**src/design/psg_pkg.sv**
```systemverilog
package psg_pkg;

  typedef enum logic [9:0] {
    ST_IDLE   = 10'b00_0000_0001,
    ST_WRITE  = 10'b00_0000_0010,
    ST_DEC    = 10'b00_0000_0100,
    ST_LOOP   = 10'b00_0000_1000,
    ST_SIGN   = 10'b00_0001_0000,
    ST_LEVEL  = 10'b00_0010_0000,
    ST_MUL    = 10'b00_0100_0000,
    ST_ACC    = 10'b00_1000_0000,
    ST_DIRECT = 10'b01_0000_0000,
    ST_RESULT = 10'b10_0000_0000
  } psg_state_e;

  typedef struct packed {
    logic       capture;
    logic       wr;
    logic       dec;
    logic       step;
    logic       sign;
    logic       level;
    logic       mul;
    logic       acc;
    logic       direct;
    logic       load;
    logic [1:0] ch;
  } psg_cmd_t;

  typedef struct packed {
    logic powered;
    logic runs;
    logic sweep_kill;
    logic timer_le0;
    logic out_free;
  } psg_stat_t;

  localparam logic [2:0] KIND_SWEEP  = 3'd0;
  localparam logic [2:0] KIND_DUTY   = 3'd1;
  localparam logic [2:0] KIND_FREQ   = 3'd2;
  localparam logic [2:0] KIND_MASTER = 3'd3;
  localparam logic [2:0] KIND_WAVE   = 3'd4;

  localparam logic [1:0] CFG_MIX_LEVELS  = 2'd0;
  localparam logic [1:0] CFG_MIX_CONTROL = 2'd1;
  localparam logic [1:0] CFG_BIAS        = 2'd2;

  localparam int IN_DATA_W  = 56;
  localparam int IN_USER_W  = 4;
  localparam int OUT_DATA_W = 32;
  localparam int TIMER_W    = 24;

  localparam logic [9:0]  BIAS_RESET = 10'd512;
  localparam logic [8:0]  ENV_STEP   = 9'd448;
  localparam logic [11:0] RECIP7     = 12'd2341;

  function automatic logic [TIMER_W-1:0] noise_period(input logic [15:0] f);
    logic [6:0] d;
    d = (f[2:0] == 3'd0) ? 7'd8 : {f[2:0], 4'd0};
    return {17'd0, d} << f[7:4];
  endfunction

  // 128 * e / 15
  function automatic logic [7:0] sq_level(input logic [3:0] e);
    logic [7:0] r;
    case (e)
      4'd0:  r = 8'd0;
      4'd1:  r = 8'd8;
      4'd2:  r = 8'd17;
      4'd3:  r = 8'd25;
      4'd4:  r = 8'd34;
      4'd5:  r = 8'd42;
      4'd6:  r = 8'd51;
      4'd7:  r = 8'd59;
      4'd8:  r = 8'd68;
      4'd9:  r = 8'd76;
      4'd10: r = 8'd85;
      4'd11: r = 8'd93;
      4'd12: r = 8'd102;
      4'd13: r = 8'd110;
      4'd14: r = 8'd119;
      default: r = 8'd128;
    endcase
    return r;
  endfunction

  // v * 256 / 15
  function automatic logic [8:0] wave_level(input logic [3:0] v);
    logic [8:0] r;
    case (v)
      4'd0:  r = 9'd0;
      4'd1:  r = 9'd17;
      4'd2:  r = 9'd34;
      4'd3:  r = 9'd51;
      4'd4:  r = 9'd68;
      4'd5:  r = 9'd85;
      4'd6:  r = 9'd102;
      4'd7:  r = 9'd119;
      4'd8:  r = 9'd136;
      4'd9:  r = 9'd153;
      4'd10: r = 9'd170;
      4'd11: r = 9'd187;
      4'd12: r = 9'd204;
      4'd13: r = 9'd221;
      4'd14: r = 9'd238;
      default: r = 9'd256;
    endcase
    return r;
  endfunction

endpackage

```
**src/design/psg_four_channel_sound_generator.sv**
```systemverilog
// channel | kind           | timer step per tick | level source
// 0       | square + sweep | 4                   | envelope 0
// 1       | square         | 4                   | envelope 1
// 2       | 4-bit wave     | 64                  | wave memory, shift code
// 3       | noise lfsr     | 16                  | envelope 2
//
// a write request passes through ST_WRITE; a tick while powered off goes to ST_RESULT
// a powered tick: ST_DEC per channel; ST_LOOP (repeats per timer reload), ST_SIGN,
// ST_LEVEL per running channel; ST_MUL, ST_ACC per channel; then ST_DIRECT, ST_RESULT
// wave memory valid bits clear at reset, so no clearing pass is needed
// a finished sample waits in the output register; the next request is taken meanwhile
module psg_four_channel_sound_generator import psg_pkg::*; (
  input  logic                  clk_i,
  input  logic                  rst_ni,
  input  logic                  s_axis_tvalid,
  output logic                  s_axis_tready,
  // channel, wave_index, write_mask, write_data, direct_a, direct_b, zero pad
  input  logic [IN_DATA_W-1:0]  s_axis_tdata,
  // opcode, reg_kind
  input  logic [IN_USER_W-1:0]  s_axis_tuser,
  output logic                  m_axis_tvalid,
  input  logic                  m_axis_tready,
  // left_sample, right_sample, zero pad
  output logic [OUT_DATA_W-1:0] m_axis_tdata,
  input  logic                  cfg_we_i,
  input  logic [1:0]            cfg_idx_i,
  input  logic [15:0]           cfg_data_i
);

  psg_cmd_t    cmd;
  psg_stat_t   stat;
  logic [14:0] left_sample, right_sample;

  psg_ctrl u_ctrl (
    .clk_i     (clk_i),
    .rst_ni    (rst_ni),
    .s_valid_i (s_axis_tvalid),
    .tick_i    (!s_axis_tuser[0]),
    .stat_i    (stat),
    .s_ready_o (s_axis_tready),
    .cmd_o     (cmd)
  );

  psg_dp u_dp (
    .clk_i          (clk_i),
    .rst_ni         (rst_ni),
    .cmd_i          (cmd),
    .stat_o         (stat),
    .reg_kind_i     (s_axis_tuser[3:1]),
    .channel_i      (s_axis_tdata[1:0]),
    .wave_index_i   (s_axis_tdata[5:2]),
    .write_mask_i   (s_axis_tdata[21:6]),
    .write_data_i   (s_axis_tdata[37:22]),
    .direct_a_i     (s_axis_tdata[45:38]),
    .direct_b_i     (s_axis_tdata[53:46]),
    .cfg_we_i       (cfg_we_i),
    .cfg_idx_i      (cfg_idx_i),
    .cfg_data_i     (cfg_data_i),
    .out_ready_i    (m_axis_tready),
    .out_valid_o    (m_axis_tvalid),
    .left_sample_o  (left_sample),
    .right_sample_o (right_sample)
  );

  assign m_axis_tdata = {2'd0, right_sample, left_sample};

endmodule

```
**src/design/psg_ram.sv**
```systemverilog
module psg_ram #(
  parameter int WIDTH = 8,
  parameter int DEPTH = 32
) (
  input  logic                     clk_i,
  input  logic                     we_i,
  input  logic [$clog2(DEPTH)-1:0] waddr_i,
  input  logic [WIDTH-1:0]         wdata_i,
  input  logic [$clog2(DEPTH)-1:0] raddr_i,
  output logic [WIDTH-1:0]         rdata_o
);

  logic [WIDTH-1:0] mem_q [DEPTH];
  logic [WIDTH-1:0] rdata_q;

  always_ff @(posedge clk_i) begin
    if (we_i) begin
      mem_q[waddr_i] <= wdata_i;
    end
    rdata_q <= mem_q[raddr_i];
  end

  assign rdata_o = rdata_q;

endmodule

```
**src/design/psg_ctrl.sv**
```systemverilog
module psg_ctrl import psg_pkg::*; (
  input  logic      clk_i,
  input  logic      rst_ni,
  input  logic      s_valid_i,
  input  logic      tick_i,
  input  psg_stat_t stat_i,
  output logic      s_ready_o,
  output psg_cmd_t  cmd_o
);

  psg_state_e state_q, state_d;
  logic [1:0] ch_q, ch_d;

  always_comb begin
    state_d   = state_q;
    ch_d      = ch_q;
    cmd_o     = '0;
    cmd_o.ch  = ch_q;
    s_ready_o = 1'b0;
    case (state_q)
      ST_IDLE: begin
        s_ready_o = 1'b1;
        if (s_valid_i) begin
          cmd_o.capture = 1'b1;
          ch_d = 2'd0;
          if (!tick_i) begin
            state_d = ST_WRITE;
          end else if (stat_i.powered) begin
            state_d = ST_DEC;
          end else begin
            state_d = ST_RESULT;
          end
        end
      end
      ST_WRITE: begin
        cmd_o.wr = 1'b1;
        state_d  = ST_IDLE;
      end
      ST_DEC: begin
        if (stat_i.runs && !stat_i.sweep_kill) begin
          cmd_o.dec = 1'b1;
          state_d   = ST_LOOP;
        end else begin
          cmd_o.dec = stat_i.runs;
          if (ch_q == 2'd3) begin
            state_d = ST_MUL;
            ch_d    = 2'd0;
          end else begin
            ch_d = ch_q + 2'd1;
          end
        end
      end
      ST_LOOP: begin
        if (stat_i.timer_le0) begin
          cmd_o.step = 1'b1;
        end else begin
          state_d = ST_SIGN;
        end
      end
      ST_SIGN: begin
        cmd_o.sign = 1'b1;
        state_d    = ST_LEVEL;
      end
      ST_LEVEL: begin
        cmd_o.level = 1'b1;
        if (ch_q == 2'd3) begin
          state_d = ST_MUL;
          ch_d    = 2'd0;
        end else begin
          state_d = ST_DEC;
          ch_d    = ch_q + 2'd1;
        end
      end
      ST_MUL: begin
        cmd_o.mul = 1'b1;
        state_d   = ST_ACC;
      end
      ST_ACC: begin
        cmd_o.acc = 1'b1;
        if (ch_q == 2'd3) begin
          state_d = ST_DIRECT;
        end else begin
          state_d = ST_MUL;
          ch_d    = ch_q + 2'd1;
        end
      end
      ST_DIRECT: begin
        cmd_o.direct = 1'b1;
        state_d      = ST_RESULT;
      end
      ST_RESULT: begin
        if (stat_i.out_free) begin
          cmd_o.load = 1'b1;
          state_d    = ST_IDLE;
        end
      end
      default: begin
        state_d = ST_IDLE;
      end
    endcase
  end

  always_ff @(posedge clk_i or negedge rst_ni) begin
    if (!rst_ni) begin
      state_q <= ST_IDLE;
      ch_q    <= 2'd0;
    end else begin
      state_q <= state_d;
      ch_q    <= ch_d;
    end
  end

endmodule

```
**src/design/psg_dp.sv**
```systemverilog
module psg_dp import psg_pkg::*; (
  input  logic              clk_i,
  input  logic              rst_ni,
  input  psg_cmd_t          cmd_i,
  output psg_stat_t         stat_o,
  input  logic [2:0]        reg_kind_i,
  input  logic [1:0]        channel_i,
  input  logic [3:0]        wave_index_i,
  input  logic [15:0]       write_mask_i,
  input  logic [15:0]       write_data_i,
  input  logic signed [7:0] direct_a_i,
  input  logic signed [7:0] direct_b_i,
  input  logic              cfg_we_i,
  input  logic [1:0]        cfg_idx_i,
  input  logic [15:0]       cfg_data_i,
  input  logic              out_ready_i,
  output logic              out_valid_o,
  output logic [14:0]       left_sample_o,
  output logic [14:0]       right_sample_o
);

  // captured request
  logic [2:0]        kind_q;
  logic [1:0]        wch_q;
  logic [3:0]        widx_q;
  logic [15:0]       wmask_q, wdata_q;
  logic signed [7:0] da_q, db_q;

  logic [15:0] mix_levels_q, mix_control_q;
  logic [9:0]  bias_q;

  logic [7:0]  sweep_q [2];
  logic [7:0]  sweep_d [2];
  logic [15:0] duty_q [4];
  logic [15:0] duty_d [4];
  logic [15:0] freq_q [4];
  logic [15:0] freq_d [4];
  logic signed [TIMER_W-1:0] timer_q [4];
  logic signed [TIMER_W-1:0] timer_d [4];
  logic [3:0]        lvl_q [3];
  logic [3:0]        lvl_d [3];
  logic signed [3:0] ecnt_q [3];
  logic signed [3:0] ecnt_d [3];
  logic signed [9:0] data_q [4];
  logic signed [9:0] data_d [4];
  logic        on_q, on_d;
  logic [3:0]  active_q, active_d;
  logic [8:0]  frame_q, frame_d;
  logic signed [3:0] scount_q, scount_d;
  logic [5:0]  pos_q, pos_d;
  logic [15:0] noise_q, noise_d;
  logic [31:0] wvalid_q, wvalid_d;
  logic        sign_q, sign_d;
  logic        rvalid_q, rvalid_d;
  logic signed [13:0] prod_l_q, prod_l_d, prod_r_q, prod_r_d;
  logic signed [13:0] acc_l_q, acc_l_d, acc_r_q, acc_r_d;
  logic        out_valid_q, out_valid_d;
  logic [14:0] left_q, left_d, right_q, right_d;

  logic [1:0]  ch;
  logic [1:0]  ek;
  logic [11:0] per;
  logic [TIMER_W-1:0] add_amt;
  logic signed [TIMER_W-1:0] tcur;
  logic        le0;
  logic        runs;
  logic        sw_cond, sw_due, sw_kill;
  logic signed [3:0] scnt_n;
  logic [10:0] f0, d0;
  logic [11:0] fn;
  logic [14:0] duty_prod;
  logic [11:0] duty_val;
  logic [15:0] lmask, len_full, len_n;
  logic signed [3:0] ecnt_n;
  logic [15:0] ereg;
  logic        rd_bank;
  logic [4:0]  raddr, waddr;
  logic [7:0]  rdata, byte_v;
  logic [3:0]  nib, nib_s;
  logic [5:0]  nib3;
  logic [7:0]  mag8;
  logic signed [9:0] ds;
  logic [13:0] mag_l, mag_r;
  logic [24:0] q_l, q_r;
  logic signed [13:0] a_ext, b_ext, a_add, b_add;
  logic signed [13:0] sum_l, sum_r;
  logic [9:0]  c_l, c_r;
  logic [15:0] wm, newf, lfsr_n, tap;
  logic        ram_we;

  assign ch = cmd_i.ch;
  assign ek = (ch == 2'd3) ? 2'd2 : ch;

  function automatic logic [9:0] clamp10(input logic signed [13:0] s);
    logic [9:0] r;
    if (s < 0) begin
      r = 10'd0;
    end else if (s > 14'sd1023) begin
      r = 10'd1023;
    end else begin
      r = s[9:0];
    end
    return r;
  endfunction

  always_comb begin
    per     = 12'h800 - {1'b0, freq_q[ch][10:0]};
    add_amt = (ch == 2'd3) ? noise_period(freq_q[3]) : {12'd0, per};
    tcur    = timer_q[ch];
    le0     = tcur[TIMER_W-1] || (tcur == '0);
    case (ch)
      2'd2:    runs = active_q[2] && sweep_q[1][7];
      default: runs = active_q[ch];
    endcase

    // channel 0 frequency sweep
    sw_cond = (frame_q[7:0] == 8'd128) && (sweep_q[0][6:4] != 3'd0);
    scnt_n  = scount_q - 4'sd1;
    sw_due  = sw_cond && (scnt_n[3] || (scnt_n == 4'sd0));
    f0      = freq_q[0][10:0];
    d0      = f0 >> sweep_q[0][2:0];
    fn      = sweep_q[0][3] ? ({1'b0, f0} - {1'b0, d0}) : ({1'b0, f0} + {1'b0, d0});
    sw_kill = (ch == 2'd0) && sw_due && fn[11];

    case (duty_q[ch][7:6])
      2'd0:    duty_prod = {3'd0, per} * 15'd7;
      2'd1:    duty_prod = {3'd0, per} * 15'd6;
      2'd2:    duty_prod = {3'd0, per} * 15'd4;
      default: duty_prod = {3'd0, per} * 15'd2;
    endcase
    duty_val = duty_prod[14:3];

    lmask    = (ch == 2'd2) ? 16'h00FF : 16'h003F;
    len_full = duty_q[ch] & lmask;
    len_n    = len_full - 16'd1;
    ecnt_n   = ecnt_q[ek] - 4'sd1;
    ereg     = duty_q[ch];

    rd_bank = sweep_q[1][6] ^ (sweep_q[1][5] & pos_q[5]);
    raddr   = {rd_bank, pos_q[4:1]};
    waddr   = {~sweep_q[1][6], widx_q};

    byte_v = rvalid_q ? rdata : 8'd0;
    nib    = pos_q[0] ? byte_v[3:0] : byte_v[7:4];
    nib3   = {2'd0, nib} * 6'd3;
    case (duty_q[2][15:13])
      3'd0:    nib_s = 4'd0;
      3'd1:    nib_s = nib;
      3'd2:    nib_s = nib >> 1;
      3'd3:    nib_s = nib >> 2;
      default: nib_s = nib3[5:2];
    endcase
    mag8 = sq_level(lvl_q[ek]);

    case (mix_control_q[1:0])
      2'd0:    ds = data_q[ch] >>> 2;
      2'd1:    ds = data_q[ch] >>> 1;
      default: ds = data_q[ch];
    endcase

    // divide by 7, rounding toward zero
    mag_l = prod_l_q[13] ? 14'(-prod_l_q) : prod_l_q;
    mag_r = prod_r_q[13] ? 14'(-prod_r_q) : prod_r_q;
    q_l   = {11'd0, mag_l} * {13'd0, RECIP7};
    q_r   = {11'd0, mag_r} * {13'd0, RECIP7};

    a_ext = 14'(da_q);
    b_ext = 14'(db_q);
    a_add = mix_control_q[2] ? (a_ext <<< 2) : (a_ext <<< 1);
    b_add = mix_control_q[3] ? (b_ext <<< 2) : (b_ext <<< 1);

    sum_l = acc_l_q + $signed({4'd0, bias_q});
    sum_r = acc_r_q + $signed({4'd0, bias_q});
    c_l   = clamp10(sum_l);
    c_r   = clamp10(sum_r);

    tap    = freq_q[3][3] ? 16'h0060 : 16'h6000;
    lfsr_n = noise_q[0] ? (16'h8000 | ({2'b0, noise_q[14:1]} ^ tap)) : {2'b0, noise_q[14:1]};

    case (wch_q)
      2'd3:    wm = write_mask_i & 16'h0000 | (wmask_q & 16'h40FF);
      default: wm = wmask_q & 16'h47FF;
    endcase
    newf = (freq_q[wch_q] & ~wm) | (wdata_q & wm);
  end

  assign ram_we = cmd_i.wr && (kind_q == KIND_WAVE);

  psg_ram #(.WIDTH(8), .DEPTH(32)) u_wave_ram (
    .clk_i   (clk_i),
    .we_i    (ram_we),
    .waddr_i (waddr),
    .wdata_i (wdata_q[7:0]),
    .raddr_i (raddr),
    .rdata_o (rdata)
  );

  always_comb begin
    sweep_d     = sweep_q;
    duty_d      = duty_q;
    freq_d      = freq_q;
    timer_d     = timer_q;
    lvl_d       = lvl_q;
    ecnt_d      = ecnt_q;
    data_d      = data_q;
    on_d        = on_q;
    active_d    = active_q;
    frame_d     = frame_q;
    scount_d    = scount_q;
    pos_d       = pos_q;
    noise_d     = noise_q;
    wvalid_d    = wvalid_q;
    sign_d      = sign_q;
    rvalid_d    = rvalid_q;
    prod_l_d    = prod_l_q;
    prod_r_d    = prod_r_q;
    acc_l_d     = acc_l_q;
    acc_r_d     = acc_r_q;
    left_d      = left_q;
    right_d     = right_q;
    out_valid_d = out_valid_q && !out_ready_i;

    if (cmd_i.capture) begin
      for (int i = 0; i < 4; i++) begin
        data_d[i] = '0;
      end
      acc_l_d = '0;
      acc_r_d = '0;
    end

    if (cmd_i.wr) begin
      case (kind_q)
        KIND_SWEEP: begin
          if (on_q) begin
            if (wch_q == 2'd0) begin
              sweep_d[0] = (sweep_q[0] & 8'h80) | (wdata_q[7:0] & 8'h7F);
            end else begin
              sweep_d[wch_q[1]] = (sweep_q[wch_q[1]] & 8'h1F) | (wdata_q[7:0] & 8'hE0);
            end
          end
        end
        KIND_DUTY: begin
          if (on_q) begin
            case (wch_q)
              2'd2: duty_d[2] = (duty_q[2] & ~(wmask_q & 16'hE0FF)) |
                                (wdata_q & wmask_q & 16'hE0FF);
              2'd3: duty_d[3] = (duty_q[3] & ~(wmask_q & 16'hFF3F)) |
                                (wdata_q & wmask_q & 16'hFF3F);
              default: duty_d[wch_q] = (duty_q[wch_q] & ~wmask_q) | (wdata_q & wmask_q);
            endcase
          end
        end
        KIND_FREQ: begin
          if (on_q) begin
            freq_d[wch_q] = newf;
            if (wdata_q[15]) begin
              active_d[wch_q] = 1'b1;
              case (wch_q)
                2'd2: begin
                  pos_d      = '0;
                  timer_d[2] = $signed({12'd0, 12'h800 - {1'b0, newf[10:0]}});
                end
                2'd3: begin
                  noise_d    = newf[3] ? 16'h0040 : 16'h4000;
                  lvl_d[2]   = duty_q[3][15:12];
                  ecnt_d[2]  = $signed({1'b0, duty_q[3][10:8]});
                  timer_d[3] = $signed(noise_period(newf));
                end
                default: begin
                  if (wch_q == 2'd0) begin
                    scount_d = $signed({1'b0, sweep_q[0][6:4]});
                  end
                  lvl_d[wch_q]   = duty_q[wch_q][15:12];
                  ecnt_d[wch_q]  = $signed({1'b0, duty_q[wch_q][10:8]});
                  timer_d[wch_q] = $signed({12'd0, 12'h800 - {1'b0, newf[10:0]}});
                end
              endcase
            end
          end
        end
        KIND_MASTER: begin
          on_d = wdata_q[7];
          if (!wdata_q[7]) begin
            for (int i = 0; i < 4; i++) begin
              duty_d[i] = '0;
              freq_d[i] = '0;
            end
            sweep_d[0] = '0;
            sweep_d[1] = '0;
            active_d   = '0;
            frame_d    = '0;
          end
        end
        KIND_WAVE: begin
          wvalid_d[waddr] = 1'b1;
        end
        default: begin
        end
      endcase
    end

    if (cmd_i.dec) begin
      if (ch == 2'd0 && sw_cond) begin
        if (sw_due && !fn[11]) begin
          freq_d[0] = {freq_q[0][15:11], fn[10:0]};
          scount_d  = $signed({1'b0, sweep_q[0][6:4]});
        end else begin
          scount_d = scnt_n;
        end
        if (sw_kill) begin
          active_d[0] = 1'b0;
        end
      end
      if (!sw_kill) begin
        case (ch)
          2'd2:    timer_d[2] = tcur - 24'sd64;
          2'd3:    timer_d[3] = tcur - 24'sd16;
          default: timer_d[ch] = tcur - 24'sd4;
        endcase
      end
    end

    if (cmd_i.step) begin
      timer_d[ch] = tcur + $signed(add_amt);
      if (ch == 2'd2) begin
        pos_d = pos_q + 6'd1;
      end
      if (ch == 2'd3) begin
        noise_d = lfsr_n;
      end
    end

    if (cmd_i.sign) begin
      sign_d   = (ch == 2'd3) ? !noise_q[15] : (tcur < $signed({12'd0, duty_val}));
      rvalid_d = wvalid_q[raddr];
      if (frame_q[6:0] == 7'd0 && freq_q[ch][14] && len_full != 16'd0) begin
        duty_d[ch] = (duty_q[ch] & ~lmask) | (len_n & lmask);
        if ((len_n & lmask) == 16'd0) begin
          active_d[ch] = 1'b0;
        end
      end
      if (ch != 2'd2 && frame_q == ENV_STEP) begin
        if (!ecnt_n[3] && ecnt_n != 4'sd0) begin
          ecnt_d[ek] = ecnt_n;
        end else begin
          if (ecnt_n == 4'sd0) begin
            if (ereg[11] && lvl_q[ek] != 4'd15) begin
              lvl_d[ek] = lvl_q[ek] + 4'd1;
            end else if (!ereg[11] && lvl_q[ek] != 4'd0) begin
              lvl_d[ek] = lvl_q[ek] - 4'd1;
            end
          end else begin
            lvl_d[ek] = ereg[15:12];
          end
          ecnt_d[ek] = $signed({1'b0, ereg[10:8]});
        end
      end
    end

    if (cmd_i.level) begin
      if (ch == 2'd2) begin
        data_d[2] = $signed({1'b0, wave_level(nib_s)});
      end else begin
        data_d[ch] = sign_q ? -$signed({2'd0, mag8}) : $signed({2'd0, mag8});
      end
    end

    if (cmd_i.mul) begin
      prod_l_d = mix_levels_q[12 + ch] ? 14'(ds * $signed({1'b0, mix_levels_q[6:4]})) : '0;
      prod_r_d = mix_levels_q[8 + ch]  ? 14'(ds * $signed({1'b0, mix_levels_q[2:0]})) : '0;
    end

    if (cmd_i.acc) begin
      acc_l_d = prod_l_q[13] ? acc_l_q - $signed({5'd0, q_l[22:14]})
                             : acc_l_q + $signed({5'd0, q_l[22:14]});
      acc_r_d = prod_r_q[13] ? acc_r_q - $signed({5'd0, q_r[22:14]})
                             : acc_r_q + $signed({5'd0, q_r[22:14]});
    end

    if (cmd_i.direct) begin
      acc_l_d = acc_l_q + (mix_control_q[9]  ? a_add : 14'sd0)
                        + (mix_control_q[13] ? b_add : 14'sd0);
      acc_r_d = acc_r_q + (mix_control_q[8]  ? a_add : 14'sd0)
                        + (mix_control_q[12] ? b_add : 14'sd0);
      frame_d = frame_q + 9'd1;
    end

    if (cmd_i.load) begin
      left_d      = {~c_l[9], c_l[8:0], 5'd0};
      right_d     = {~c_r[9], c_r[8:0], 5'd0};
      out_valid_d = 1'b1;
    end
  end

  always_ff @(posedge clk_i) begin
    if (cmd_i.capture) begin
      kind_q  <= reg_kind_i;
      wch_q   <= channel_i;
      widx_q  <= wave_index_i;
      wmask_q <= write_mask_i;
      wdata_q <= write_data_i;
      da_q    <= direct_a_i;
      db_q    <= direct_b_i;
    end
    data_q   <= data_d;
    sign_q   <= sign_d;
    rvalid_q <= rvalid_d;
    prod_l_q <= prod_l_d;
    prod_r_q <= prod_r_d;
    acc_l_q  <= acc_l_d;
    acc_r_q  <= acc_r_d;
    left_q   <= left_d;
    right_q  <= right_d;
  end

  always_ff @(posedge clk_i or negedge rst_ni) begin
    if (!rst_ni) begin
      mix_levels_q  <= '0;
      mix_control_q <= '0;
      bias_q        <= BIAS_RESET;
      for (int i = 0; i < 4; i++) begin
        duty_q[i]  <= '0;
        freq_q[i]  <= '0;
        timer_q[i] <= '0;
      end
      for (int i = 0; i < 3; i++) begin
        lvl_q[i]  <= '0;
        ecnt_q[i] <= '0;
      end
      sweep_q[0]  <= '0;
      sweep_q[1]  <= '0;
      on_q        <= 1'b0;
      active_q    <= '0;
      frame_q     <= '0;
      scount_q    <= '0;
      pos_q       <= '0;
      noise_q     <= '0;
      wvalid_q    <= '0;
      out_valid_q <= 1'b0;
    end else begin
      if (cfg_we_i) begin
        case (cfg_idx_i)
          CFG_MIX_LEVELS:  mix_levels_q  <= cfg_data_i;
          CFG_MIX_CONTROL: mix_control_q <= cfg_data_i;
          CFG_BIAS:        bias_q        <= cfg_data_i[9:0];
          default: begin
          end
        endcase
      end
      sweep_q     <= sweep_d;
      duty_q      <= duty_d;
      freq_q      <= freq_d;
      timer_q     <= timer_d;
      lvl_q       <= lvl_d;
      ecnt_q      <= ecnt_d;
      on_q        <= on_d;
      active_q    <= active_d;
      frame_q     <= frame_d;
      scount_q    <= scount_d;
      pos_q       <= pos_d;
      noise_q     <= noise_d;
      wvalid_q    <= wvalid_d;
      out_valid_q <= out_valid_d;
    end
  end

  assign stat_o.powered    = on_q;
  assign stat_o.runs       = runs;
  assign stat_o.sweep_kill = sw_kill;
  assign stat_o.timer_le0  = le0;
  assign stat_o.out_free   = !out_valid_q || out_ready_i;

  assign out_valid_o    = out_valid_q;
  assign left_sample_o  = left_q;
  assign right_sample_o = right_q;

endmodule

```
**config.mk**
```make
export PLATFORM = sky130hd
export DESIGN_NAME = psg_four_channel_sound_generator
export DESIGN_NICKNAME = d
export VERILOG_FILES = /design/src/design/psg_pkg.sv /design/src/design/psg_four_channel_sound_generator.sv /design/src/design/psg_ram.sv /design/src/design/psg_ctrl.sv /design/src/design/psg_dp.sv
export SDC_FILE = /design/constraint.sdc
export NUM_CORES = 2
export LEC_CHECK = 0
export ABC_AREA = 1
export ABC_CLOCK_PERIOD_IN_PS = 8310
export CORE_MARGIN = 2
export CORE_UTILIZATION = 55
export DETAILED_ROUTE_END_ITERATION = 7
export DONT_BUFFER_PORTS = 1
export GPL_TIMING_DRIVEN = 0
export PLACE_DENSITY_LB_ADDON = 0.12
export SLEW_MARGIN = 30
export SYNTH_ARGS = -nofsm -noshare
export SYNTH_HDL_FRONTEND = slang
export SYNTH_SLANG_ARGS = --single-unit
```
**constraint.sdc**
```tcl
create_clock -name clk_i -period 8.31 [get_ports clk_i]
set_input_delay 0.831 -clock clk_i [delete_from_list [all_inputs] [get_ports clk_i]]
set_output_delay 0.831 -clock clk_i [all_outputs]
set_load 0.02 [all_outputs]
```
* Word level (Yosys, flattened, before mapping)
Memory sizes are Yosys's and may differ from the RTL's. A register that Yosys moved wholly into a read port is not among the register bits. Cells that the tools add are included.
Word-level totals: input bits 83, memory bits (read-only) 272, bits in writable memories 256, memories 3, output and inout bits 34, register bits after elaboration 564, word-level logic and storage cells 508
Memories:
- u_dp.u_wave_ram.mem_q | depth 32, width 8, rd ports 1, clocked after memory_dff 1, wr ports 1, line psg_ram.sv:13 | logic [WIDTH-1:0] mem_q [DEPTH];
- (no name shown) | depth 16, width 9, rd ports 1, clocked after memory_dff 0, wr ports 0, line psg_pkg.sv:90 | case (v)
- (no name shown) | depth 16, width 8, rd ports 1, clocked after memory_dff 0, wr ports 0, line psg_pkg.sv:66 | case (e)
Cells by class: reduce and logical (&&, ||, !) cells 70, shifts and indexed selects 3, eq/ne operators 42, muxes and demuxes 240, add/sub/neg operators 31, bitwise gates (word level) 35, multipliers 7, order comparisons 22
Operator list (count):
- 2-to-1 mux 96 bit | 7
- 2-to-1 mux 64 bit | 8
- 2-to-1 mux 16 bit | 21
- bitwise mux 96 bit | 3
- case mux 64 bit (2 select lines) | 2
- 2-to-1 mux 12 bit | 18
- bitwise mux 64 bit | 3
- case mux 24 bit (2 select lines) | 4
- 2-to-1 mux 14 bit | 13
- 2-to-1 mux 10 bit | 17
- bitwise AND 16 bit | 8
- binary-select mux 16 bit (select 2 bit) | 4
- 2-to-1 mux 24 bit | 5
- demux 24 bit (select 2 bit) | 2
- 2-to-1 mux 48 bit | 2
- case mux 16 bit (2 select lines) | 3
- 2-to-1 mux 4 bit | 23
- case mux 10 bit (9 select lines) | 1
- bitwise mux 12 bit | 7
- 2-to-1 mux 40 bit | 2
- bitwise OR 16 bit | 5
- demux 16 bit (select 2 bit) | 2
- less-than comparator 32 x 5 -> 1 bit, second input constant | 2
- NOT 16 bit | 4
- other kinds (122) | 284

* Longest topological paths before layout
depth in word-level cells 20, depth in mapped cells 44, mapped depth without buffers 44

* Modules after synthesis
Synthesis repeated with hierarchy kept, for this count alone.
Second synthesis, totals: cells, all modules 7483, area total of the unflattened synthesis 57612.8 µm²
Modules (own cells, without submodules):
- psg_dp | seq. area each 13539.2 µm², cells an instance 6391, area an instance 45795.2 µm², times used 1
- psg_ram | seq. area each 7847.5 µm², cells an instance 922, area an instance 10786.6 µm², times used 1
- psg_ctrl | seq. area each 301.5 µm², cells an instance 166, area an instance 1008.5 µm², times used 1
- psg_four_channel_sound_generator | seq. area each 0.0 µm², cells an instance 4, area an instance 22.5 µm², times used 1

* Least setup slack after synthesis
OpenSTA, ideal clock, no wires.
path kind reg2reg, start point register u_dp.prod_r_q[13], end point register u_dp.acc_r_q[12], data pin, buffers on the path 3, clock period less this slack 6.666 ns, cell stages (with the launch flop) 39, data required time 8.054 ns, arrival 6.410 ns, path slack 1.644 ns, cells stage by stage edfxtp_1 clkbuf_1 inv_1 clkbuf_1 clkbuf_1 nor2_1 xor2_1 ha_1 ha_1 a21o_1 fa_1 inv_1 fa_1 inv_1 ha_1 nand2_1 nor2_1 inv_1 [3 not listed] nand2_1 nand2_1 nand3_1 o21ai_0 nand2_1 xor2_1 ha_1 nand2_1 nor2_1 nand2_1 o211ai_1 nand2_1 o21ai_0 a21oi_1 o21bai_1 a21oi_1 o21ai_0 nand2_1
On the way: word-level cells in the longest chain between the ends 7, elaborated cells on any way between the ends 8
Ends and longest elaborated chain:
- start, declared | line psg_dp.sv:55 | logic signed [13:0] prod_l_q, prod_l_d, prod_r_q, prod_r_d;
- start signal, assigned | line psg_dp.sv:409 | prod_r_q <= prod_r_d;
- negation 14 bit | line psg_dp.sv:163 | mag_r = prod_r_q[13] ? 14'(-prod_r_q) : prod_r_q;
- 2-to-1 mux 14 bit | line psg_dp.sv:163
- multiplier 14 x 12 -> 23 bit | line psg_dp.sv:165 | q_r = {11'd0, mag_r} * {13'd0, RECIP7};
- adder 14 x 10 -> 14 bit / subtractor 14 x 10 -> 14 bit (equally long branches) | line psg_dp.sv:377, psg_dp.sv:376
- 2-to-1 mux 14 bit (*) | line psg_dp.sv:376 | acc_r_d = prod_r_q[13] ? acc_r_q - $signed({5'd0, q_r[22:14]})
- 2-to-1 mux 14 bit (*) | line psg_dp.sv:373 | if (cmd_i.acc) begin
- 2-to-1 mux 14 bit (*) | line psg_dp.sv:380 | if (cmd_i.direct) begin
- named net u_dp.acc_r_d[12] | line psg_dp.sv:56 | logic signed [13:0] acc_l_q, acc_l_d, acc_r_q, acc_r_d;
- end signal, assigned | line psg_dp.sv:411 | acc_r_q <= acc_r_d;
- end, declared | line psg_dp.sv:56
Mark *: on every way through the listed nets, which the timed path passes. The rest lies on a longest branch. A chain may end at the register's enable or synchronous reset.

* Worst setup path after layout
start point register u_ctrl.ch_q[1], end point register u_dp.sign_q, data pin
On the way: word-level cells in the longest chain between the ends 9, elaborated cells on any way between the ends 20
Ends and longest elaborated chain:
- start, declared | line psg_ctrl.sv:12 | logic [1:0] ch_q, ch_d;
- start signal, assigned | line psg_ctrl.sv:109 | ch_q <= ch_d;
- NOT 2 -> 3 bit (implied by the code) | line psg_dp.sv:107, psg_dp.sv:109, psg_dp.sv:125
- binary-select mux 16 bit (select 2 bit) | line psg_dp.sv:107 | per = 12'h800 - {1'b0, freq_q[ch][10:0]};
- 2-to-1 mux 15 bit (2 in series)
- subtractor 12 x 11 -> 12 bit | line psg_dp.sv:107
- multiplier 12 x 2 -> 14 bit / multiplier 12 x 3 -> 15 bit (equally long branches) | line psg_dp.sv:127, psg_dp.sv:126
- case mux 15 bit (3 select lines) | line psg_dp.sv:125 | case (duty_q[ch][7:6])
- less-than comparator 24 x 13 -> 1 bit | line psg_dp.sv:334 | sign_d = (ch == 2'd3) ? !noise_q[15] : (tcur < $signed({12'd0, duty_val}));
- 2-to-1 mux 1 bit (*) | line psg_dp.sv:334
- end signal, assigned | line psg_dp.sv:406 | sign_q <= sign_d;
- end, declared | line psg_dp.sv:53 | logic sign_q, sign_d;
Every way passes the cells marked *; elsewhere a longest branch is shown, timed or not. The select of a mux whose other input is x is not followed.

==> flow_summary.yaml <==
run_status:
  status: "finished, violations left"
  violations: "negative hold slack, max-slew violations"
sta:
  grt_setup_unrepaired: "no"
  slew_headroom: -0.0256
  holdWs_ns: -0.111
  min_period_ns: 7.81
  max_freq_ghz: 0.128
  setup-violations-final: 0
  worstMarginPinSlew_ns: 1.54
  layout_worst_path_cycle_share: 0.940
  hold_viol: 93
  fin_skew_ns: 0.0636
  slew_viol_final: 47
clocking:
  clockBufferDepth: 3
  cts-root-buf: "clkbuf_16"
  clk_pin_slew_ns: 0.07
  clkSinkCount: 798
  cts_buffers: 90
  clk_latency_ns: 0.72
  cts_tree: "built"
  htreeDepth: 3
grt:
  grt_pass1_wl_um: 330000
  grt_usage: 0.412
  antenna_found_initial: 6
  grt_overflow: 0
  grt_pass1_vias: 52371
  grt_max_degree: 360
yosys:
  synth_area_leaders: "edfxtp_1 (20%), dfrtp_1 (15%), nand2_1 (11%)"
  synth.cell_area_um2: 57800
  ys_ff_latch: 798
  ys.flop_type: "edfxtp_1"
  syn_area_per_cell_um2: 7.66
  yosys.area.top_type: "edfxtp_1"
  synth-edff-count: 391
  yosys_warnings: 0
  async_reset_ff_frac: 0.450
  ys_seq_area_frac: 0.375
  yosysUniqueCellTypes: 77
  synth_cells: 7545
  synth.top_cell.area_share: 0.203
pwr:
  ir_worst_vdd_mv: 0.840
  report.power.total_mw: 17.1
  p_per_area_nw_per_um2: 270
  p_leak_nw: 30.1
critical_path:
  crit_type: "register to register"
  slowest_stage: "xor2_1"
  worstSetupEndpointType: "register"
  slowest_delay_ns: 0.67
  crit_arrival_ns: 8.24
  critical_path.most_common_cell: "nand2_1"
  start_kind: "register"
  cp_data_required_time_ns: 8.75
  crit_fanout: 10
drt:
  ant_nets: 0
  dr_total_vias: 55905
  viasPerCell: 6.12
  detail_route.wl_per_cell_um: 24.7
  firstDrtPassIters: 7
  drc: 0
  drt_iter0_drc: 7145
  totalWireLength_um: 226000
floorplanning:
  die_h_um: 328
  row_count: 118
  io_pins: 117
  die_w_um: 328
  initial_core_util: 0.556
  coreArea_um2: 104000
  die-area_um2: 108000
placement:
  dp.cells: 8960
  io_buffers: 0
  post_dp_cell_area_um2: 60000
  dpl.hpwl_um: 171000
  gp_congestion: 1.02
cells_and_area:
  num_antenna_cells: 0
  nNetsFinal: 8222
  design_area_um2: 63300
  drive_gt1_frac: 0.0634
  layout_common_cells: "nand2_1 (1701), inv_1 (1003), nor2_1 (731), o21ai_0 (693), nand3_1 (417)"
  final_common_cell: "nand2_1"
  area_growth_pct: 9.52
  fin_cells: 9129
  post-route-util: 0.609
hold_path:
  hold_path_class: "input port to asynchronous set/reset pin"
job:
  drv_cap: 0
[metal layers]
metal | vias up | global-route usage | wire, µm
met4 | 4 | 0.244 | 15800
met5 | - | 0 | 32
met1 | 26346 | 0.526 | 85600
li1 | 25335 | - | -
met3 | 794 | 0.0771 | 23300
met2 | 3426 | 0.655 | 101000
[where the power goes]
part | total (mW) | internal (mW) | switching (mW)
logic | 7.71 | 2.45 | 5.26
registers | 4.95 | 4.59 | 0.358
clock network | 4.41 | 2.57 | 1.84
total | 17.1 | 9.61 | 7.45
[repair_timing]
item,in CTS,in global routing
endpoints found under the hold margin,357,357
gates resized for setup,0,15
buffers inserted,0,0
endpoints found under the setup margin,0,7
[registers in the layout, indices dropped and copies added, names as in the netlist, 16 cells and up]
| name | flops |
|---|---|
| u_dp.noise_q | 16 |
| u_dp.wmask_q | 16 |
| u_dp.timer_q | 96 |
| u_dp.wdata_q | 16 |
| u_dp.wvalid_q | 32 |
| u_dp.freq_q | 37 |
| u_dp.duty_q | 64 |
| u_dp.u_wave_ram.mem_q | 256 |
| u_dp.data_q | 40 |
[final cells by class]
class	instances	area (µm²)
repair buffers	24	345
inverters	1057	3980
clock buffers	130	2590
well taps	1380	1730
multi-input cells	5419	30900
plain buffers	281	1420
flip-flops and latches	798	21700
fillers	9478	40600
clock inverters	40	668
[synth_stat cells, types with 9 or more instances]
master        n
nand2_1    1701
nor3_1       71
buf_2        60
a31oi_1      22
xnor2_1      47
xor2_1      127
and2_1       12
o22ai_1     109
o211ai_1     24
nand2_2      26
a22oi_1      31
ha_1        359
a21oi_1     400
o21ai_0     693
or2_2        40
o21ai_1      53
nor2_2       26
o221ai_1     36
buf_6        26
dfrtp_1     357
a221oi_1      9
a32o_1       13
nor4_1       15
dfxtp_1      48
clkinv_1     18
buf_4        24
o2111ai_1    11
edfxtp_1    391
a211oi_1     40
inv_1      1003
buf_1        19
o21a_1       22
nor2_1      737
nand3_1     418
nor2_4       11
nand3b_1     17
a21o_1       18
nand4_1      80
o21bai_1     13
inv_2        33
fa_1        109
clkbuf_1    153
o31ai_1      23
[per-stage QoR]
| stage | setup TNS [ns] | hold WS, ns | worst slack, ns |
|---|---|---|---|
| floorplan | 0 | 0.418 | 1.64 |
| global placement | -0.548 | 0.428 | -0.0242 |
| detailed placement | 0 | 0.439 | 0.325 |
| CTS | 0 | -0.130 | 0.322 |
| global route | 0 | -0.143 | 0.0139 |
| finish | 0 | -0.111 | 0.502 |
[final timing paths]
path	start	endpoint	slack (ns)	cells after the start
max	u_ctrl.ch_q[1]	u_dp.sign_q	0.50	31
min	rst_ni	u_dp.timer_q[83]	-0.11	0
max reg2reg	u_ctrl.ch_q[1]	u_dp.sign_q	0.50	31
min reg2reg	u_dp.data_q[19]	u_dp.data_q[19]	0.46	2
max in group asynchronous	rst_ni	u_dp.freq_q[42]	7.24	0
min in group clk_i	s_axis_tdata[53]	u_dp.db_q[7]	0.20	0
[cell families (layout without fill, tap and decap cells)]
logic type | after synthesis | count (layout) | synth area share
other | 1 | 12 | 0.0000649
muxes | 12 | 12 | 0.00219
DFF | 798 | 798 | 0.375
AOI/OAI and AO/OA | 1571 | 1571 | 0.156
and+or+nand+nor | 3181 | 3181 | 0.231
buffers and inverters | 1339 | 1532 | 0.0933
adders and majority gates | 468 | 468 | 0.115
xor gates and xnor gates | 175 | 175 | 0.0266
[critical path, delay by kind of cell (launching register included)]
| family | cells | cell delay (ns) |
|---|---|---|
| buffers and inverters | 6 | 1.91 |
| and+or+nand+nor | 13 | 1.76 |
| AOI/OAI and AO/OA | 7 | 1.41 |
| adders and majority gates | 3 | 1.23 |
| xor gates and xnor gates | 2 | 0.79 |
| DFF | 1 | 0.39 |
No activity file was read; power rests on OpenSTA's default activity.
